--- src/sv/ntor_pkg.sv ---
`timescale 1ns / 1ps
`default_nettype none
package ntor_pkg;

  // default geometry
  localparam int TABLE_ENTRIES_DEF = 16;
  localparam int KEY_BYTES_DEF     = 32;

  // field widths
  localparam int KEY_WORD_W = 64;
  localparam int TIME_W     = 32;
  localparam int PSNR_W     = 11;
  localparam int FSNR_W     = 8;
  localparam int SNR_W      = 8;
  localparam int SLOT_W     = 4;
  localparam int OUTCOME_W  = 2;
  localparam int COUNT_W    = 5;

  // saturation limits for the stored SNR
  localparam int SNR_MAX = 127;
  localparam int SNR_MIN = -128;

  typedef enum logic [OUTCOME_W-1:0] {
    OUT_MATCH = 2'd0,
    OUT_EMPTY = 2'd1,
    OUT_EVICT = 2'd2
  } outcome_t;

  typedef enum logic [1:0] {
    ST_IDLE,
    ST_SCAN,
    ST_DRAIN,
    ST_WRITE
  } state_t;

  // controller to datapath
  typedef struct packed {
    logic load;   // latch the input word, restart the scan
    logic issue;  // read one table entry
    logic write;  // write back the chosen slot, post the result
  } ntor_cmd_t;

  // datapath to controller
  typedef struct packed {
    logic last_issue;  // scan pointer sits on the last entry
  } ntor_sts_t;

endpackage
`default_nettype wire

--- src/sv/ntor_ctrl.sv ---
`timescale 1ns / 1ps
`default_nettype none
module ntor_ctrl (
  input  wire logic               clk,
  input  wire logic               rst_n,
  input  wire logic               start,
  output logic                    busy,
  output ntor_pkg::ntor_cmd_t     cmd,
  input  wire ntor_pkg::ntor_sts_t sts
);
  import ntor_pkg::*;

  state_t state_r, state_nxt;

  always_ff @(posedge clk) begin
    if (!rst_n) begin
      state_r <= ST_IDLE;
    end else begin
      state_r <= state_nxt;
    end
  end

  // next state
  always_comb begin
    state_nxt = state_r;
    unique case (state_r)
      ST_IDLE:  if (start) state_nxt = ST_SCAN;
      ST_SCAN:  if (sts.last_issue) state_nxt = ST_DRAIN;
      ST_DRAIN: state_nxt = ST_WRITE;
      ST_WRITE: state_nxt = ST_IDLE;
      default:  state_nxt = ST_IDLE;
    endcase
  end

  // outputs
  always_comb begin
    cmd   = '0;
    busy  = 1'b1;
    unique case (state_r)
      ST_IDLE: begin
        busy     = 1'b0;
        cmd.load = start;
      end
      ST_SCAN:  cmd.issue = 1'b1;
      ST_DRAIN: cmd = '0;
      ST_WRITE: cmd.write = 1'b1;
      default:  cmd = '0;
    endcase
  end

  // a taken word must make the block busy on the next cycle
  a_start_busy: assert property (@(posedge clk) disable iff (!rst_n)
    (start && !busy) |=> busy)
    else $error("start taken but block not busy");

  // the scan always ends in exactly one write-back
  a_drain_write: assert property (@(posedge clk) disable iff (!rst_n)
    (state_r == ST_DRAIN) |=> cmd.write)
    else $error("drain not followed by write-back");

  // write-back returns to idle
  a_write_idle: assert property (@(posedge clk) disable iff (!rst_n)
    cmd.write |=> !busy)
    else $error("block still busy after write-back");

endmodule
`default_nettype wire

--- config.mk ---
export PLATFORM = sky130hd
export DESIGN_NAME = ntor_ctrl
export DESIGN_NICKNAME = d
export VERILOG_FILES = /design/src/sv/ntor_pkg.sv /design/src/sv/ntor_ctrl.sv
export SDC_FILE = /design/constraint.sdc
export NUM_CORES = 1
export LEC_CHECK = 0
export BUFFER_PORTS_ARGS = -buffer_cell sky130_fd_sc_hd__buf_2
export CAP_MARGIN = 15
export CORE_AREA = 2 2 39 41
export DETAILED_ROUTE_END_ITERATION = 10
export DIE_AREA = 0 0 41 43
export PLACE_DENSITY = 0.4
export SKIP_CTS_REPAIR_TIMING = 1
export SYNTH_ARGS = -nofsm -noshare
export SYNTH_HDL_FRONTEND = slang
export SYNTH_SLANG_ARGS = --single-unit
--- constraint.sdc ---
create_clock -name clk -period 3.8 [get_ports clk]
set_clock_uncertainty 0.2 [all_clocks]
set_input_delay 0.38 -clock clk [delete_from_list [all_inputs] [get_ports clk]]
set_output_delay 0.38 -clock clk [all_outputs]
set_load 0.02 [all_outputs]
# --- After elaboration in Yosys (flattened, before gate mapping) ---
# Index checks and enable logic that the tools add are counted.
totals:
  regBits: 2
  input_bits: 4
  out_inout_bits: 4
  wordCells: 15
classes:
  n_eq_ne: 5
  mux: 7
  n_reduce_logical: 2
op_table:
  columns: ["cell", "n"]
  rows:
  - ["$pmux 2 s4", 1]
  - ["$eq 2x2->1 const B", 2]
  - ["$mux 1", 4]
  - ["$mux 2", 2]
  - ["$ne 2x2->1 const B", 2]
  - ["$eq 2x1->1 const B", 1]
  - ["$logic_not 2->1", 1]
  - ["$reduce_and 2->1", 1]

# --- Depth between registers and ports, before layout ---
logic_depth:
  word_depth: 3
  depth_mapped: 5
  ltp_nobuf: 5

# --- Worst setup path after synthesis ---
# Ideal clock, no wire load.
synth_timing:
  kind: "register to output"
  start: "register state_r[0]"
  end: "output cmd[2] (netlist name)"
  arrival_time_ps: 843
  t_required_ps: 3220
  slack_ps: 2377
  stages_incl_launch_ff: 4
  n_path_buf: 0
  cell_sequence: "dfxtp_1 -> inv_1 -> ha_1 -> and2_2"
synth_rtl:
  columns: ["item", "line", "source"]
  rows:
  - ["start, declared", "ntor_ctrl.sv:13", "state_t state_r, state_nxt;"]
  - ["start signal, assigned", "ntor_ctrl.sv:19", "state_r <= state_nxt;"]
  - ["end, declared", "ntor_ctrl.sv:8", "output ntor_pkg::ntor_cmd_t cmd,"]

==> impl_metrics.py <==
metrics = {
    "status": {
        "outcome": "finished, final reports clean",
    },
    "final_layout": {
        "seq_area_sq_um": 40.0,
        "final_layout_size_suffix_gt1_share_pct": 44.8,
        "area_growth_pct": 44.6,
        "final_common_cell": "buf_2",
        "top_register": "state_r",
        "largest_reg_flops": 2,
        "antenna_cells": 0,
        "layout.nets": 40,
        "nFillCells": 155,
        "reg_top3": "state_r x2",
        "layout_common_cells": "buf_2 (7), ha_1 (5), inv_1 (3), nand2_1 (3), clkbuf_4 (3)",
        "multi_input_area_sq_um": 119,
        "fin_util_pct": 18.2,
    },
    "timing": {
        "finalCriticalPeriod_ns": 1.80,
        "finalSetupViolCount": 0,
        "slew_headroom_pct": 87.4,
        "rsz0062_at_grt": "no",
        "fin_tns_setup_ns": 0,
        "hold_viol": 0,
        "period_share_pct": 47.3,
        "max_freq_ghz": 0.557,
        "worst_slew_pin_slew_ns": 0.188,
        "drv_slew": 0,
    },
    "floorplan": {
        "rows": 14,
        "die-width_um": 41,
        "dieArea_sq_um": 1760,
        "initial_core_util_pct": 12.6,
        "die_h_um": 43,
        "coreArea_sq_um": 1380,
        "ios": 8,
    },
    "yosys": {
        "ys_types": 9,
        "ys_seq_elements": 2,
        "synth_nets": 28,
        "ys_warn_count": 0,
        "seq_area_frac_synth_pct": 23.0,
        "synthTopCellsByArea": "ha_1 (36%), dfxtp_1 (23%), mux2i_1 (12%)",
        "yosys.area.top_type": "ha_1",
        "syn_avg_cell_area_sq_um": 9.15,
        "synth_top_area_share_pct": 36.0,
        "syn_area_sq_um": 174,
        "synth_cells": 19,
    },
    "clock_tree": {
        "clock_latency_ns": 0.22,
        "cts_tree": "done",
        "root_buffer": "clkbuf_4",
        "cts_made_buffers": 3,
        "path_clk_slew_ns": 0.03,
        "htreeDepth": 1,
        "clockBufferDepth": 2,
        "clock-sinks": 2,
    },
    "placed_design": {
        "place.gp.congestion": 0.592,
        "io_buffer_count": 7,
    },
    "critical_path": {
        "r2r_setup_slack_ns": 2.46,
        "crit_arrival_ns": 1.22,
        "crit_type": "flip-flop to output pin",
        "rr_startpoint": "state_r[1]",
        "ff2ff_path_depth": 5,
        "critPathLaunchType": "flip-flop",
        "rr_endpoint": "state_r[1]",
        "cp.required_ns": 3.22,
        "worstPathMaxFanout": 4,
        "cp-end-kind": "output pin",
    },
    "power_and_ir_drop": {
        "p_per_area_nw_per_um2": 785,
        "ir_drop_uv": 168,
        "leakagePower_nw": 0.134,
    },
    "routing": {
        "wl_per_cell_um": 6.78,
        "via_count": 149,
        "finalWirelength_um": 305,
        "vias_per_cell": 3.31,
        "first_iter_violations": 0,
        "ant_nets": 0,
        "drc_errors": 0,
        "firstDrtPassIters": 1,
    },
    "grt": {
        "gr-usage-met2_pct": 6.56,
        "grt_pass1_vias": 146,
        "groute.layer.met3.usage_pct": 3.14,
        "gr-usage-all-layers_pct": 4.52,
        "use_met1_pct": 2.89,
        "grt_pass1_wl_um": 455,
        "grt_max_degree": 5,
        "antenna_found_initial": 0,
        "grt_busiest_layer": "met2",
        "grt-ovfl-total": 0,
    },
    "hold_path": {
        "hold_end": "state_r[1]",
        "hold_depth": 3,
        "hold_class": "input port to flip-flop",
        "min_from": "rst_n",
    },
    "flow_run": {
        "drv_cap": 0,
    },
}
==> worst max-delay path by stage <==
stage,to,slack [ns],from,depth (start not counted)
after global routing,cmd[2],1.95,state_r[0],4
after detailed placement,cmd[2],2.23,state_r[0],4
after floorplan,cmd[2],2.38,state_r[0],3
after CTS,cmd[2],1.99,state_r[0],4
final,cmd[2],2.00,state_r[0],4
after global placement,cmd[2],2.22,state_r[0],4
==> layout make-up <==
type | instances | share of cell area, %
Clock buffer | 3 | 8.96
Multi-Input combinational cell | 13 | 47.3
Timing Repair Buffer | 7 | 13.9
Tap cell | 16 | 7.96
Inverter | 4 | 5.97
Sequential cell | 2 | 15.9
==> Yosys cell counts <==
| cell | n |
|---|---|
| o21ai_0 | 1 |
| inv_1 | 3 |
| ha_1 | 5 |
| mux2i_1 | 2 |
| o22ai_2 | 1 |
| and2_2 | 1 |
| nand2_1 | 3 |
| inv_2 | 1 |
| dfxtp_1 | 2 |
==> critical path, cell delays in order, from the launching register on <==
cell     delay, ns
dfxtp_1       0.36
inv_1         0.10
ha_1          0.22
and2_2        0.16
buf_2         0.15
==> per-stage QoR <==
stage               cells  cell area (sq um)  setup slack (ns)  total power, mW  hold WS [ns]
floorplan              19                174              2.38            0.127         0.271
global placement       42                229              2.22            0.156         0.307
detailed placement     42                229              2.23            0.154         0.303
CTS                    45                251              1.99            0.204         0.245
global route           45                251              1.95            0.217         0.270
finish                 45                251              2.00            0.197         0.247
==> layer usage <==
| layer | vias to the layer above | part of all wire (%) |
|---|---|---|
| met5 | - | 0 |
| met1 | 60 | 39 |
| met4 | 0 | 0 |
| met3 | 0 | 18 |
| li1 | 81 | - |
| met2 | 8 | 42 |
==> power by group <==
group	switching, mW	leakage [nW]	internal, mW
registers	0.00997	0.0165	0.0310
logic	0.0659	0.103	0.0446
clock network	0.0111	0.0138	0.0348
==> kinds of logic after synthesis <==
group | count (synthesis) | synth area share [%]
AO/OA/AOI/OAI | 2 | 10.1
adder cells (fa/ha/maj) | 5 | 36.0
buffers and inverters | 4 | 8.63
flip-flops | 2 | 23.0
multiplexers | 2 | 11.5
AND/OR/NAND/NOR | 4 | 10.8
Power figures use the tool's default switching activity.
